===== src/rtl/els_pkg.sv =====
`timescale 1ns / 1ps
// ----------------------------------------------------------------------------
// els_pkg
// Shared constants and types for the echo latency statistics block.
// ----------------------------------------------------------------------------
package els_pkg;
    localparam int HEADER_BYTES_DEF = 24;
    localparam int DELAY_BITS_DEF   = 32;
    localparam int COUNT_BITS_DEF   = 32;
    localparam logic [19:0] NS_PER_MS = 20'd1000000;

    localparam logic [1:0] ST_PROBE   = 2'd0;
    localparam logic [1:0] ST_ACCEPT  = 2'd1;
    localparam logic [1:0] ST_ILLEGAL = 2'd2;

    localparam logic ACT_PROBE = 1'b0;

    localparam logic [2:0] REG_TOKEN   = 3'd0;
    localparam logic [2:0] REG_TIMEOUT = 3'd4;

    typedef struct packed {
        logic load;
        logic upd_probe;
        logic upd_illegal;
        logic upd_accept;
        logic div_mean_start;
        logic mean_apply;
        logic mul_start;
        logic var_apply;
        logic div_var_start;
        logic sqrt_start;
        logic std_apply;
    } t_cmd;

    typedef struct packed {
        logic is_probe;
        logic is_illegal;
        logic div_done;
        logic mul_done;
        logic sqrt_done;
        logic recv_zero;
    } t_sts;
endpackage


===== src/rtl/els_ctrl.sv =====
`timescale 1ns / 1ps
// ----------------------------------------------------------------------------
// els_ctrl
// Sequencer: steps the datapath through classify, mean, variance and std.
// ----------------------------------------------------------------------------
module els_ctrl
    import els_pkg::*;
(
    input  logic i_clk,
    input  logic i_rst_n,
    input  logic i_valid,
    output logic o_ready,
    output logic o_valid,
    input  logic i_ready,
    input  t_sts i_sts,
    output t_cmd o_cmd
);
    typedef enum logic [3:0] {
        S_IDLE, S_CLASS, S_MEAN, S_MEANW, S_MUL, S_MULW, S_DVAR, S_DVARW,
        S_SQRT, S_SQRTW, S_OUT
    } t_state;

    t_state r_state;

    assign o_ready = (r_state == S_IDLE);
    assign o_valid = (r_state == S_OUT);

    always_comb begin
        o_cmd = '0;
        case (r_state)
            S_IDLE:  o_cmd.load = i_valid;
            S_CLASS: begin
                o_cmd.upd_probe   = i_sts.is_probe;
                o_cmd.upd_illegal = i_sts.is_illegal;
                o_cmd.upd_accept  = !i_sts.is_probe && !i_sts.is_illegal;
            end
            S_MEAN:  o_cmd.div_mean_start = 1'b1;
            S_MEANW: o_cmd.mean_apply = i_sts.div_done;
            S_MUL:   o_cmd.mul_start = 1'b1;
            S_MULW:  o_cmd.var_apply = i_sts.mul_done;
            S_DVAR:  o_cmd.div_var_start = !i_sts.recv_zero;
            S_DVARW: o_cmd.sqrt_start = i_sts.div_done;
            S_SQRTW: o_cmd.std_apply = i_sts.sqrt_done;
            default: o_cmd = '0;
        endcase
    end

    always_ff @(posedge i_clk) begin
        if (!i_rst_n) begin
            r_state <= S_IDLE;
        end else begin
            case (r_state)
                S_IDLE:  if (i_valid) r_state <= S_CLASS;
                S_CLASS: begin
                    if (i_sts.is_probe || i_sts.is_illegal) r_state <= S_OUT;
                    else r_state <= S_MEAN;
                end
                S_MEAN:  r_state <= S_MEANW;
                S_MEANW: if (i_sts.div_done) r_state <= S_MUL;
                S_MUL:   r_state <= S_MULW;
                S_MULW:  if (i_sts.mul_done) r_state <= S_DVAR;
                S_DVAR: begin
                    if (i_sts.recv_zero) r_state <= S_OUT;
                    else r_state <= S_DVARW;
                end
                S_DVARW: if (i_sts.div_done) r_state <= S_SQRTW;
                S_SQRT:  r_state <= S_SQRTW;
                S_SQRTW: if (i_sts.sqrt_done) r_state <= S_OUT;
                S_OUT:   if (i_ready) r_state <= S_IDLE;
                default: r_state <= S_IDLE;
            endcase
        end
    end
endmodule


===== config.mk =====
export PLATFORM = sky130hd
export DESIGN_NAME = els_ctrl
export DESIGN_NICKNAME = d
export VERILOG_FILES = /design/src/rtl/els_pkg.sv /design/src/rtl/els_ctrl.sv
export SDC_FILE = /design/constraint.sdc
export NUM_CORES = 1
export LEC_CHECK = 0
export ABC_AREA = 1
export ABC_CLOCK_PERIOD_IN_PS = 3400
export BUFFER_PORTS_ARGS = -buffer_cell sky130_fd_sc_hd__clkbuf_2
export CORE_AREA = 2 2 39 41
export CTS_CLUSTER_DIAMETER = 100
export CTS_CLUSTER_SIZE = 10
export DETAILED_ROUTE_END_ITERATION = 8
export DIE_AREA = 0 0 41 43
export PLACE_DENSITY = 0.71
export SLEW_MARGIN = 30
export SYNTH_ARGS = -nofsm -noshare
export SYNTH_HDL_FRONTEND = slang
export SYNTH_SLANG_ARGS = --single-unit

===== constraint.sdc =====
create_clock -name i_clk -period 3.4 [get_ports i_clk]
set_input_delay 0 -clock i_clk [delete_from_list [all_inputs] [get_ports i_clk]]
set_output_delay 0 -clock i_clk [all_outputs]
set_load 0.02 [all_outputs]

==> summary.txt <==
Drt
  • Starting DRT DRC Count: 15
  • Via count: 580
  • Drt pass-1 iters: 4
  • Drt total wl: 1190 um
  • DR vias/cell: 4.68
  • Routed Antenna Nets: 0
  • WL/cell: 9.56 um
  • DRC: 0

Critical path
  • Critical Path Stages: 5
  • Worst Setup Start Kind: flip-flop
  • CP endpoint: o_cmd[7]
  • CP cell instances: inv_1, nor2_4, nand2_1, nor3_1, clkbuf_2
  • Data required time of the critical path: 3.40 ns
  • CP Class: flip-flop to output pin
  • Buffers & Inverters on Critical Path: 2
  • Worst r2r dst: r_state[2]
  • R2R Path Start: r_state[1]
  • Slowest-stage cell, CP: dfxtp_1
  • Slowest stage delay, CP: 0.42 ns
  • Register-to-register setup slack: 2.09 ns
  • CP Max Fanout: 5
  • WP data arrival: 1.39 ns
  • CP delay by family, top: flip-flops
  • Setup crit end kind: output pin
  • FF-to-FF path depth: 7
  • Worst Setup SP: r_state[0]

Die
  • Initial Utilization: 0.354
  • Die X: 41 um
  • Die span in y: 43 um
  • DIE AREA: 1760 sq um
  • # IOs: 23
  • Rows: 14
  • Placeable Area: 1380 sq um

Global route
  • Vias in the first global route: 465
  • Global route overflow: 0
  • Largest net degree at the start of global routing: 9
  • Antenna violations before repair: 0
  • GRT Util Overall: 0.141
  • First-pass GRT wire length: 1770 um

STA
  • Worst-Margin Slew: 0.332 ns
  • Fmax: 0.721 GHz
  • Fin crit share: 0.408
  • Final Critical Period: 1.39 ns
  • Max Transition Viols Final: 0
  • Final Hold Fails: 0
  • Slew HR: 0.778
  • Endpoints failing setup: 0
  • Sum Neg Setup Slack: 0 ns
  • Worst hold slack: 0.0158 ns
  • RSZ-0062 raised after global routing: false
  • Layout Skew: 0.000118 ns

CTS
  • TritonCTS sink count: 4
  • Post-CTS resize count: 0
  • CTS Buffer Depth: 2
  • Postcts setup bufs: 0
  • CTS root buffer: clkbuf_4
  • Skew-Pair Late Insertion Delay: 0.23 ns
  • Hold Buf Count CTS: 0
  • Reg clk slew, reported paths: 0.04 ns
  • H-tree levels: 1
  • TritonCTS clock tree: done
  • TritonCTS Buffers: 3

Placed design
  • Post-DP Area: 608 sq um
  • Port bufs: 22
  • GP Congestion: 0.766
  • Post-DP HPWL: 1030 um

Job
  • Max-cap violations: 0

Layout
  • Area Growth Syn to Fin: 28.9%
  • Fin nets: 120
  • Max reg flops: 4
  • Design area: 631 sq um
  • Biggest regs: r_state: 4 flops
  • Biggest register: r_state
  • # diodes: 0
  • Share of cells above drive strength 1: 0.361

Synth
  • Main synth FF type: dfxtp_1
  • Sequential area share after synthesis: 0.164
  • Syn Inst Count: 84
  • Post-Syn Area: 489 sq um
  • Mean Syn Cell Area: 5.82 sq um
  • Top post-synthesis cells by count: nor2_1 (17), nand2_1 (16), inv_1 (14)
  • Most common cell in the netlist: nor2_1
  • Synth warnings: 0
  • Flops & latches, synth: 4
  • Post-synth EDFFs: 0
  • Async SR Flop Fraction: 0
  • Synth cell types: 18
  • Synth area leaders: dfxtp_1 (16%), nor2_4 (14%), nor2_1 (13%), nand2_1 (12%), inv_1 (11%)
  • Syn nets: 94
  • Post-synth top area cell: dfxtp_1
  • Top-area cell type share of the netlist area: 0.164

Outcome
  • Status: completed

Power and ir drop
  • Max VDD drop: 0.323 mV
  • Leak: 0.368 nW
  • PD cells: 915 nW/um^2

Worst hold path
  • Worst hold path class: input port to flip-flop
[worst min-delay path: stages]
cell      delay, ns
clkbuf_2       0.11
nand2_1        0.06
nor2_1         0.03
[worst min path at each step]
stage / startpoint / end / slack [ns] / cells after the start
2_1_floorplan: i_sts[0] / o_cmd[2] / 0.04 / 1
3_3_place_gp: i_rst_n / r_state[1] / 0.26 / 3
3_5_place_dp: i_rst_n / r_state[3] / 0.26 / 3
4_1_cts: i_rst_n / r_state[3] / 0.008 / 3
5_1_grt: i_rst_n / r_state[1] / 0.04 / 3
6_report: i_rst_n / r_state[3] / 0.02 / 3
[per-layer routing]
layer  global-route usage  vias up  wire (um)
li1                     -      311          -
met1                0.151      243        490
met2                0.266       26        595
met3               0.0471        0        100
met4                    0        0          0
met5                    0        -          0
[cells in the final DEF, fill, tap and decap left out, types with 2 or more instances in the layout]
master	instances
nor2_1	17
nor3_1	4
clkbuf_2	22
nand3_1	6
nand2_1	16
nor2_4	6
clkbuf_4	3
inv_1	14
o21ai_0	3
nand3_2	3
nand2_2	2
inv_2	2
dfxtp_1	4
[kinds of logic after synthesis]
logic type	share of synthesized area
AO/OA/AOI/OAI	0.0690
flip-flops	0.164
buffers and inverters	0.146
AND/OR/NAND/NOR	0.622
[metrics by stage]
step	cells	util	worst slack [ns]	power, W
floorplan	84	-	2.18	0.000437
global placement	121	0.439	2.12	0.000519
detailed placement	121	0.439	2.09	0.000522
CTS	124	0.456	2.00	0.000584
global route	124	0.456	1.89	0.000635
finish	124	0.456	2.01	0.000577
[where the power goes]
| group | internal (W) | total (W) | switching (W) |
|---|---|---|---|
| registers | 0.0000706 | 0.000118 | 0.0000474 |
| logic | 0.000134 | 0.000401 | 0.000267 |
| clock network | 0.0000394 | 0.0000579 | 0.0000185 |
| total | 0.000244 | 0.000577 | 0.000333 |
[cell type report]
type                            count  area (sq um)
Multi-Input combinational cell     63           338
Tap cell                           16          20.0
Inverter                           16          60.1
Sequential cell                     4          80.1
Fill cell                         165           753
Timing Repair Buffer               22           110
Clock buffer                        3          22.5
Power figures use the tool's default switching activity.
